### src/hw/rtl/l2h_pkg.sv
// ============================================================================
// l2h_pkg
// Shared types, constants and the mix round for the lookup2 byte hash unit.
// ============================================================================
package l2h_pkg;

    localparam logic [31:0] GOLDEN_RATIO = 32'h9e3779b9;
    localparam int          BLOCK_BYTES  = 12;
    localparam int          FILL_W       = 4;
    localparam int          MIX_LINES    = 9;
    localparam int          STEP_W       = 4;
    localparam logic [STEP_W-1:0] LAST_LINE = STEP_W'(MIX_LINES - 1);

    typedef enum logic [1:0] {
        CMD_BLOCK,
        CMD_FINAL,
        CMD_BLOCK_FINAL
    } cmd_kind_t;

    typedef struct packed {
        cmd_kind_t   kind;
        logic        start;
        logic [31:0] seed;
        logic [31:0] wa;
        logic [31:0] wb;
        logic [31:0] wc;
        logic [31:0] len;
    } cmd_t;

    typedef struct packed {
        logic [31:0] a;
        logic [31:0] b;
        logic [31:0] c;
    } abc_t;

    function automatic abc_t mix_line(input logic [STEP_W-1:0] line, input abc_t s);
        abc_t r;
        r = s;
        case (line)
            4'd0: r.a = (s.a - s.b - s.c) ^ (s.c >> 13);
            4'd1: r.b = (s.b - s.c - s.a) ^ (s.a << 8);
            4'd2: r.c = (s.c - s.a - s.b) ^ (s.b >> 13);
            4'd3: r.a = (s.a - s.b - s.c) ^ (s.c >> 12);
            4'd4: r.b = (s.b - s.c - s.a) ^ (s.a << 16);
            4'd5: r.c = (s.c - s.a - s.b) ^ (s.b >> 5);
            4'd6: r.a = (s.a - s.b - s.c) ^ (s.c >> 3);
            4'd7: r.b = (s.b - s.c - s.a) ^ (s.a << 10);
            4'd8: r.c = (s.c - s.a - s.b) ^ (s.b >> 15);
            default: r = s;
        endcase
        return r;
    endfunction

endpackage

### src/hw/rtl/l2h_if.sv
// ============================================================================
// l2h_if
// Valid/ready channels of the lookup2 byte hash unit: key bytes, hash, seed.
// ============================================================================
interface l2h_key_if;
    logic       valid;
    logic       ready;
    logic [7:0] data_byte;
    logic       has_byte;
    logic       last;

    modport source (output valid, output data_byte, output has_byte, output last,
                    input ready);
    modport sink   (input valid, input data_byte, input has_byte, input last,
                    output ready);
endinterface

interface l2h_hash_if;
    logic        valid;
    logic        ready;
    logic [31:0] hash;

    modport source (output valid, output hash, input ready);
    modport sink   (input valid, input hash, output ready);
endinterface

interface l2h_seed_if;
    logic        valid;
    logic        ready;
    logic [31:0] seed;

    modport source (output valid, output seed, input ready);
    modport sink   (input valid, input seed, output ready);
endinterface

### src/hw/rtl/lookup2_byte_hash_unit.sv
// Flow: a last item's command is queued, added into a/b/c, run through the mix
//   lines and registered as the hash; if that item also completes a 12-byte block,
//   the block is mixed first, then the length is added and mixed again.
// Throughput: one byte per cycle while the command queue is not full; the mixer
//   runs one add and nine mix lines per block or key end, one at a time.
// Reset: rst_n asynchronous, active low; no key open, seed cleared to 0.
// ============================================================================
// lookup2_byte_hash_unit
// Streaming 32-bit lookup2 hash over a key given one byte per request.
// ============================================================================
module lookup2_byte_hash_unit
    import l2h_pkg::*;
#(
    parameter int QUEUE_DEPTH = 4
)
(
    input  logic        clk,
    input  logic        rst_n,
    l2h_seed_if.sink    cfg,
    l2h_key_if.sink     key_in,
    l2h_hash_if.source  hash_out
);

    logic [31:0] seed_reg;
    logic        q_push;
    logic        q_pop;
    logic        q_full;
    logic        q_empty;
    cmd_t        q_in;
    cmd_t        q_out;

    assign cfg.ready = 1'b1;

    always_ff @(posedge clk or negedge rst_n)
    begin
        if (!rst_n)
        begin
            seed_reg <= '0;
        end
        else if (cfg.valid)
        begin
            seed_reg <= cfg.seed;
        end
    end

    l2h_front u_front (
        .clk    (clk),
        .rst_n  (rst_n),
        .key_in (key_in),
        .seed   (seed_reg),
        .q_full (q_full),
        .q_push (q_push),
        .q_cmd  (q_in)
    );

    l2h_cmd_queue #(
        .DEPTH (QUEUE_DEPTH)
    ) u_queue (
        .clk       (clk),
        .rst_n     (rst_n),
        .push      (q_push),
        .push_data (q_in),
        .full      (q_full),
        .pop       (q_pop),
        .pop_data  (q_out),
        .empty     (q_empty)
    );

    l2h_back u_back (
        .clk      (clk),
        .rst_n    (rst_n),
        .q_empty  (q_empty),
        .q_cmd    (q_out),
        .q_pop    (q_pop),
        .hash_out (hash_out)
    );

endmodule

### src/hw/rtl/l2h_front.sv
// ============================================================================
// l2h_front
// Takes key bytes, packs 12-byte blocks and tails, issues mix commands.
// ============================================================================
module l2h_front
    import l2h_pkg::*;
(
    input  logic        clk,
    input  logic        rst_n,
    l2h_key_if.sink     key_in,
    input  logic [31:0] seed,
    input  logic        q_full,
    output logic        q_push,
    output cmd_t        q_cmd
);

    logic                                in_key_reg;
    logic                                first_pending_reg;
    logic [31:0]                         key_seed_reg;
    logic [FILL_W-1:0]                   fill_reg;
    logic [31:0]                         len_reg;
    logic [BLOCK_BYTES-1:0][7:0]         blk_reg;

    logic                                act;
    logic                                start_now;
    logic [FILL_W-1:0]                   fill_cur;
    logic [FILL_W-1:0]                   fill_after;
    logic [31:0]                         len_cur;
    logic [31:0]                         len_after;
    logic [BLOCK_BYTES-1:0][7:0]         blk_next;
    logic                                blk_full;
    logic                                first_cmd;

    assign key_in.ready = !q_full;
    assign act = key_in.valid && key_in.ready && (key_in.has_byte || key_in.last);
    assign start_now = !in_key_reg;
    assign first_cmd = start_now || first_pending_reg;

    always_comb
    begin
        fill_cur = start_now ? '0 : fill_reg;
        len_cur  = start_now ? '0 : len_reg;
        blk_next = (fill_cur == '0) ? '0 : blk_reg;
        if (key_in.has_byte)
        begin
            blk_next[fill_cur] = key_in.data_byte;
        end
        blk_full   = key_in.has_byte && (fill_cur == FILL_W'(BLOCK_BYTES - 1));
        fill_after = blk_full ? '0 : fill_cur + {{(FILL_W-1){1'b0}}, key_in.has_byte};
        len_after  = len_cur + {31'd0, key_in.has_byte};
    end

    always_comb
    begin
        q_push      = act && (blk_full || key_in.last);
        q_cmd.start = first_cmd;
        q_cmd.seed  = start_now ? seed : key_seed_reg;
        q_cmd.len   = key_in.last ? len_after : '0;
        if (blk_full)
        begin
            q_cmd.kind = key_in.last ? CMD_BLOCK_FINAL : CMD_BLOCK;
            q_cmd.wa   = blk_next[3:0];
            q_cmd.wb   = blk_next[7:4];
            q_cmd.wc   = blk_next[11:8];
        end
        else
        begin
            q_cmd.kind = CMD_FINAL;
            if (fill_after == '0)
            begin
                q_cmd.wa = '0;
                q_cmd.wb = '0;
                q_cmd.wc = '0;
            end
            else
            begin
                q_cmd.wa = blk_next[3:0];
                q_cmd.wb = blk_next[7:4];
                q_cmd.wc = {blk_next[10:8], 8'h00};
            end
        end
    end

    always_ff @(posedge clk or negedge rst_n)
    begin
        if (!rst_n)
        begin
            in_key_reg        <= 1'b0;
            first_pending_reg <= 1'b0;
            key_seed_reg      <= '0;
            fill_reg          <= '0;
            len_reg           <= '0;
            blk_reg           <= '0;
        end
        else if (act)
        begin
            if (key_in.has_byte)
            begin
                blk_reg <= blk_next;
            end
            if (key_in.last)
            begin
                in_key_reg        <= 1'b0;
                first_pending_reg <= 1'b0;
                fill_reg          <= '0;
                len_reg           <= '0;
            end
            else
            begin
                in_key_reg        <= 1'b1;
                first_pending_reg <= first_cmd && !q_push;
                fill_reg          <= fill_after;
                len_reg           <= len_after;
                if (start_now)
                begin
                    key_seed_reg <= seed;
                end
            end
        end
    end

endmodule

### src/hw/rtl/l2h_cmd_queue.sv
// ============================================================================
// l2h_cmd_queue
// Short command queue between the byte front end and the mixer.
// ============================================================================
module l2h_cmd_queue
    import l2h_pkg::*;
#(
    parameter int DEPTH = 4
)
(
    input  logic clk,
    input  logic rst_n,
    input  logic push,
    input  cmd_t push_data,
    output logic full,
    input  logic pop,
    output cmd_t pop_data,
    output logic empty
);

    localparam int PTR_W = (DEPTH > 1) ? $clog2(DEPTH) : 1;
    localparam int CNT_W = $clog2(DEPTH + 1);
    localparam logic [PTR_W-1:0] PTR_LAST = PTR_W'(DEPTH - 1);
    localparam logic [CNT_W-1:0] CNT_FULL = CNT_W'(DEPTH);

    cmd_t             mem [DEPTH];
    logic [PTR_W-1:0] wr_ptr_reg;
    logic [PTR_W-1:0] rd_ptr_reg;
    logic [CNT_W-1:0] count_reg;
    logic             do_push;
    logic             do_pop;

    assign full     = (count_reg == CNT_FULL);
    assign empty    = (count_reg == '0);
    assign do_push  = push && !full;
    assign do_pop   = pop && !empty;
    assign pop_data = mem[rd_ptr_reg];

    always_ff @(posedge clk)
    begin
        if (do_push)
        begin
            mem[wr_ptr_reg] <= push_data;
        end
    end

    always_ff @(posedge clk or negedge rst_n)
    begin
        if (!rst_n)
        begin
            wr_ptr_reg <= '0;
            rd_ptr_reg <= '0;
            count_reg  <= '0;
        end
        else
        begin
            if (do_push)
            begin
                wr_ptr_reg <= (wr_ptr_reg == PTR_LAST) ? '0 : wr_ptr_reg + 1'b1;
            end
            if (do_pop)
            begin
                rd_ptr_reg <= (rd_ptr_reg == PTR_LAST) ? '0 : rd_ptr_reg + 1'b1;
            end
            if (do_push && !do_pop)
            begin
                count_reg <= count_reg + 1'b1;
            end
            else if (do_pop && !do_push)
            begin
                count_reg <= count_reg - 1'b1;
            end
        end
    end

endmodule

### src/hw/rtl/l2h_back.sv
// ============================================================================
// l2h_back
// Mixer: adds words into a/b/c, runs the mix one line per cycle (a key's last
// line waits for a free hash output) and holds the finished hash in a register.
// ============================================================================
module l2h_back
    import l2h_pkg::*;
(
    input  logic        clk,
    input  logic        rst_n,
    input  logic        q_empty,
    input  cmd_t        q_cmd,
    output logic        q_pop,
    l2h_hash_if.source  hash_out
);

    typedef enum logic [1:0] {
        ST_IDLE,
        ST_MIX,
        ST_TAIL
    } state_t;

    state_t            state_reg;
    logic [STEP_W-1:0] step_reg;
    abc_t              abc_reg;
    cmd_kind_t         kind_reg;
    logic [31:0]       len_reg;
    logic              out_valid_reg;
    logic [31:0]       out_hash_reg;

    abc_t              base;
    abc_t              loaded;
    abc_t              mixed;
    logic              line_done;
    logic              out_free;
    logic              hold;
    logic              hash_done;
    logic              out_valid_next;

    assign hash_out.valid = out_valid_reg;
    assign hash_out.hash  = out_hash_reg;

    assign q_pop     = (state_reg == ST_IDLE) && !q_empty;
    assign line_done = (step_reg == LAST_LINE);
    assign out_free  = !out_valid_reg || hash_out.ready;
    assign hold      = line_done && (kind_reg == CMD_FINAL) && !out_free;
    assign mixed     = mix_line(step_reg, abc_reg);

    assign hash_done      = (state_reg == ST_MIX) && line_done && (kind_reg == CMD_FINAL)
                            && !hold;
    assign out_valid_next = hash_done || (out_valid_reg && !hash_out.ready);

    always_comb
    begin
        if (q_cmd.start)
        begin
            base.a = GOLDEN_RATIO;
            base.b = GOLDEN_RATIO;
            base.c = q_cmd.seed;
        end
        else
        begin
            base = abc_reg;
        end
        loaded.a = base.a + q_cmd.wa;
        loaded.b = base.b + q_cmd.wb;
        loaded.c = base.c + q_cmd.wc + ((q_cmd.kind == CMD_FINAL) ? q_cmd.len : 32'd0);
    end

    always_ff @(posedge clk or negedge rst_n)
    begin
        if (!rst_n)
        begin
            state_reg     <= ST_IDLE;
            step_reg      <= '0;
            abc_reg       <= '0;
            kind_reg      <= CMD_BLOCK;
            len_reg       <= '0;
            out_valid_reg <= 1'b0;
            out_hash_reg  <= '0;
        end
        else
        begin
            out_valid_reg <= out_valid_next;
            unique case (state_reg)
                ST_IDLE:
                begin
                    if (!q_empty)
                    begin
                        abc_reg   <= loaded;
                        kind_reg  <= q_cmd.kind;
                        len_reg   <= q_cmd.len;
                        step_reg  <= '0;
                        state_reg <= ST_MIX;
                    end
                end
                ST_MIX:
                begin
                    if (!hold)
                    begin
                        abc_reg <= mixed;
                        if (!line_done)
                        begin
                            step_reg <= step_reg + 1'b1;
                        end
                        else
                        begin
                            unique case (kind_reg)
                                CMD_BLOCK:
                                begin
                                    state_reg <= ST_IDLE;
                                end
                                CMD_FINAL:
                                begin
                                    out_hash_reg  <= mixed.c;
                                    state_reg     <= ST_IDLE;
                                end
                                CMD_BLOCK_FINAL:
                                begin
                                    state_reg <= ST_TAIL;
                                end
                                default:
                                begin
                                    state_reg <= ST_IDLE;
                                end
                            endcase
                        end
                    end
                end
                ST_TAIL:
                begin
                    abc_reg.c <= abc_reg.c + len_reg;
                    kind_reg  <= CMD_FINAL;
                    step_reg  <= '0;
                    state_reg <= ST_MIX;
                end
                default:
                begin
                    state_reg <= ST_IDLE;
                end
            endcase
        end
    end

endmodule
### src/flat_wrapper.sv
// flat-port wrapper written by rule: the top's interface ports become plain ports
module lookup2_byte_hash_unit_flat import l2h_pkg::*;
#(
    parameter int QUEUE_DEPTH = 4
)
  (clk, rst_n, cfg_valid, cfg_seed, cfg_ready, key_in_valid, key_in_data_byte, key_in_has_byte, key_in_last, key_in_ready, hash_out_valid, hash_out_hash, hash_out_ready);
  l2h_seed_if cfg_i ();
  l2h_key_if key_in_i ();
  l2h_hash_if hash_out_i ();
  input  logic clk;
  input  logic rst_n;
  input wire logic [$bits(cfg_i.valid)-1:0] cfg_valid;
  input wire logic [$bits(cfg_i.seed)-1:0] cfg_seed;
  output wire logic [$bits(cfg_i.ready)-1:0] cfg_ready;
  input wire logic [$bits(key_in_i.valid)-1:0] key_in_valid;
  input wire logic [$bits(key_in_i.data_byte)-1:0] key_in_data_byte;
  input wire logic [$bits(key_in_i.has_byte)-1:0] key_in_has_byte;
  input wire logic [$bits(key_in_i.last)-1:0] key_in_last;
  output wire logic [$bits(key_in_i.ready)-1:0] key_in_ready;
  output wire logic [$bits(hash_out_i.valid)-1:0] hash_out_valid;
  output wire logic [$bits(hash_out_i.hash)-1:0] hash_out_hash;
  input wire logic [$bits(hash_out_i.ready)-1:0] hash_out_ready;
  assign cfg_i.valid = cfg_valid;
  assign cfg_i.seed = cfg_seed;
  assign cfg_ready = cfg_i.ready;
  assign key_in_i.valid = key_in_valid;
  assign key_in_i.data_byte = key_in_data_byte;
  assign key_in_i.has_byte = key_in_has_byte;
  assign key_in_i.last = key_in_last;
  assign key_in_ready = key_in_i.ready;
  assign hash_out_valid = hash_out_i.valid;
  assign hash_out_hash = hash_out_i.hash;
  assign hash_out_i.ready = hash_out_ready;
  lookup2_byte_hash_unit #(.QUEUE_DEPTH(QUEUE_DEPTH)) u_core (.clk(clk), .rst_n(rst_n), .cfg(cfg_i), .key_in(key_in_i), .hash_out(hash_out_i));
endmodule
### config.mk
export PLATFORM = sky130hd
export DESIGN_NAME = lookup2_byte_hash_unit_flat
export DESIGN_NICKNAME = d
export VERILOG_FILES = /design/src/hw/rtl/l2h_pkg.sv /design/src/hw/rtl/l2h_if.sv /design/src/hw/rtl/lookup2_byte_hash_unit.sv /design/src/hw/rtl/l2h_front.sv /design/src/hw/rtl/l2h_cmd_queue.sv /design/src/hw/rtl/l2h_back.sv /design/src/flat_wrapper.sv
export SDC_FILE = /design/constraint.sdc
export NUM_CORES = 2
export LEC_CHECK = 0
export ABC_AREA = 0
export BUFFER_PORTS_ARGS = -buffer_cell sky130_fd_sc_hd__buf_2
export CORE_ASPECT_RATIO = 1.5
export CORE_MARGIN = 3
export CORE_UTILIZATION = 60
export DETAILED_ROUTE_END_ITERATION = 16
export PLACE_DENSITY = 0.86
export RECOVER_POWER = 25
export SLEW_MARGIN = 40
export SYNTH_ARGS = -nofsm -noshare
export SYNTH_HDL_FRONTEND = slang
export SYNTH_SLANG_ARGS = --single-unit
export TNS_END_PERCENT = 5
### constraint.sdc
create_clock -name clk -period 12.2 [get_ports clk]
set_input_delay 1.83 -clock clk [delete_from_list [all_inputs] [get_ports clk]]
set_output_delay 1.83 -clock clk [all_outputs]
set_load 0.02 [all_outputs]
==> results.md <==
- Chip Width: 262 µm
- Cells after Synth: 5064
- Crit path DAT: 9.38 ns
- I/O pin count: 82
- Fin crit share: 0.720
- Share of layout cells above drive strength 1: 0.131
- Max-Cap Viols: 10
- Most frequent cells in the layout: 652 x edfxtp_1, 489 x nand2_1, 365 x dfrtp_1, 327 x a21oi_1, 279 x nor2_1
- Hold Crit Class: flip-flop to flip-flop
- Worst-path clk slew: 0.07 ns
- DIE AREA: 102000 µm²
- Post-synth top flop: edfxtp_1
- TNS Setup: 0 ns
- Post-cts resize count: 0
- Flops & latches, synth: 1018
- Initial Util: 0.607
- Slew @ Worst Pin: 4.40 ns
- Post-route ant nets: 0
- Required time of the critical path: 12.80 ns
- RD Place Congestion: 1.09
- Hold buffers post-CTS: 0
- Synthesized area: 59100 µm²
- Max reg flops: 652
- Initial antenna violation count: 11
- Synth async-reset ratio: 0.360
- Failing checks: max-capacitance violations, max-slew violations
- TritonCTS clock tree: yes
- Most common cell after layout, fill and taps aside: edfxtp_1
- Detailed Route WL: 227 mm
- Vias: 46.0k
- Vias in the first global route: 45.8k
- Startpoint types: flip-flop
- Fin nets: 5487
- Global Route Usage Sum: 0.441
- 1st-pass router iterations: 6
- Skew final: 0.0689 ns
- Fill count: 6928
- Clk buf depth: 3
- Min cycle time layout: 8.79 ns
- DRC: 0
- CP Capture Type: flip-flop
- Outcome: complete, but fails checks
- Via density: 7.16
- Input/output buffers: 80
- Num CTS Buffers: 90
- Root buf cell: clkbuf_16
- Hpwl dp: 161 mm
- Post-Syn Area per Cell: 11.7 µm²
- Worst relative slew slack: -1.93
- Area grow syn2layout: 8.47%
- Rows: 140
- Initial drt markers: 5879
- Worst skew pair latency: 0.72 ns
- Postcts setup bufs: 0
- Register area share after synthesis: 0.486
- WL/cell: 35.4 µm
- Max Freq: 0.114 GHz
- Critical path class: flip-flop to flip-flop
- Clock sinks: 1018
- Hold Vio Cnt, Final: 0
- GR Overflow Total: 0
- Htree depth: 3
- Yosys cell types: 106
- Net Count, Synth: 5481
- Crit Path Max Fanout: 77
- Die Span Y: 391 µm
- Largest net degree at the start of global routing: 131
- Post-synth EDFFs: 652
- Final setup fails: 0
- Count of pins over their slew limit: 469
- RSZ-0062 raised after global routing: no
- First-pass GRT wire length: 326 mm
- Ys Warns: 0
- Core area: 97400 µm²
## path summary, 6_finish.rpt
kind	startpoint	slack, ns	end	depth (start not counted)
hold reg to reg	u_core.u_back.hash_out.hash[7]$_DFFE_PN0P_	0.47	u_core.u_back.hash_out.hash[7]$_DFFE_PN0P_	2
setup / recovery	u_core.u_queue.rd_ptr_reg[0]$_DFFE_PN0P_	3.41	u_core.u_back.abc_reg[61]$_DFFE_PN0P_	16
min in group asynchronous	rst_n	2.70	u_core.u_front.key_seed_reg[3]$_DFFE_PN0P_	1
setup reg to reg	u_core.u_queue.rd_ptr_reg[0]$_DFFE_PN0P_	3.41	u_core.u_back.abc_reg[61]$_DFFE_PN0P_	16
max in group asynchronous	rst_n	4.73	u_core.u_front.blk_reg[19]$_DFFE_PN0P_	2
hold / removal	u_core.u_back.hash_out.hash[7]$_DFFE_PN0P_	0.47	u_core.u_back.hash_out.hash[7]$_DFFE_PN0P_	2
## synth_stat cells (all sizes together), types with 86 or more instances
cell / n / share of area
xnor2: 236 / 0.035
nand2: 492 / 0.031
mux4: 163 / 0.062
clkbuf: 198 / 0.013
nor2: 282 / 0.018
inv: 159 / 0.010
mux2: 114 / 0.022
fa: 129 / 0.044
a21oi: 331 / 0.028
nand3: 105 / 0.0090
a22o: 105 / 0.016
ha: 241 / 0.051
o21ai: 277 / 0.024
dfrtp: 366 / 0.15
a21o: 106 / 0.013
edfxtp: 652 / 0.33
xor2: 86 / 0.013
## cell families (layout without fill, tap and decap cells)
| group | after synthesis | after routing | share of synthesized area |
|---|---|---|---|
| compound gates | 1382 | 1382 | 0.158 |
| simple gates | 1247 | 1247 | 0.0979 |
| flops | 1018 | 1018 | 0.486 |
| buf+inv | 425 | 509 | 0.0275 |
| fa+ha+maj | 370 | 370 | 0.0947 |
| xor+xnor | 326 | 326 | 0.0493 |
| mux | 295 | 295 | 0.0868 |
| other cells | 1 | 7 | 0.0000634 |
## critical path, cell delays in order, from the launching register on
cell and delay [ns]:
dfrtp_1 1.41, clkbuf_1 1.98, mux4_4 1.08, buf_4 0.69, nand2b_1 0.27, inv_1 0.08
ha_1 0.34, a211oi_1 0.33, nor2_1 0.12, o41ai_1 0.60, o211ai_1 0.31, o2111ai_1 0.31
a21bo_2 0.21, a21boi_1 0.08, nor3_1 0.34, a31oi_1 0.16, a221oi_1 0.28
## final cells by class
class	instances	area, µm²	area share
Timing Repair Buffer	173	1120	0.0175
Tap cell	1278	1600	0.0249
Antenna cell	6	15.0	0.000234
Inverter	166	623	0.00971
Clock buffer	119	2520	0.0393
Sequential cell	1018	28700	0.448
Multi-Input combinational cell	3621	29000	0.452
Clock inverter	51	552	0.00860
## through the flow
stage	setup WS (ns)	utilization	cell area [µm²]	hold WS, ns	instances
2_1_floorplan	5.07	-	59100	0.450	5064
3_5_place_dp	5.62	0.627	61000	0.460	6255
6_report	3.41	0.659	64100	0.468	6432
4_1_cts	5.59	0.658	64100	0.475	6425
3_3_place_gp	5.43	0.626	60900	0.446	6253
5_1_grt	2.62	0.659	64100	0.490	6426
## per-layer routing
layer / share of wire / global-route usage / up-vias
met2: 0.47 / 0.720 / 3495
met5: 0.00025 / 0 / -
met3: 0.10 / 0.116 / 1037
li1: - / - / 19000
met1: 0.32 / 0.482 / 22500
met4: 0.11 / 0.370 / 10
Power is not shown: default switching activity piles up to over one toggle a cycle in this logic, so the estimate is an artifact.
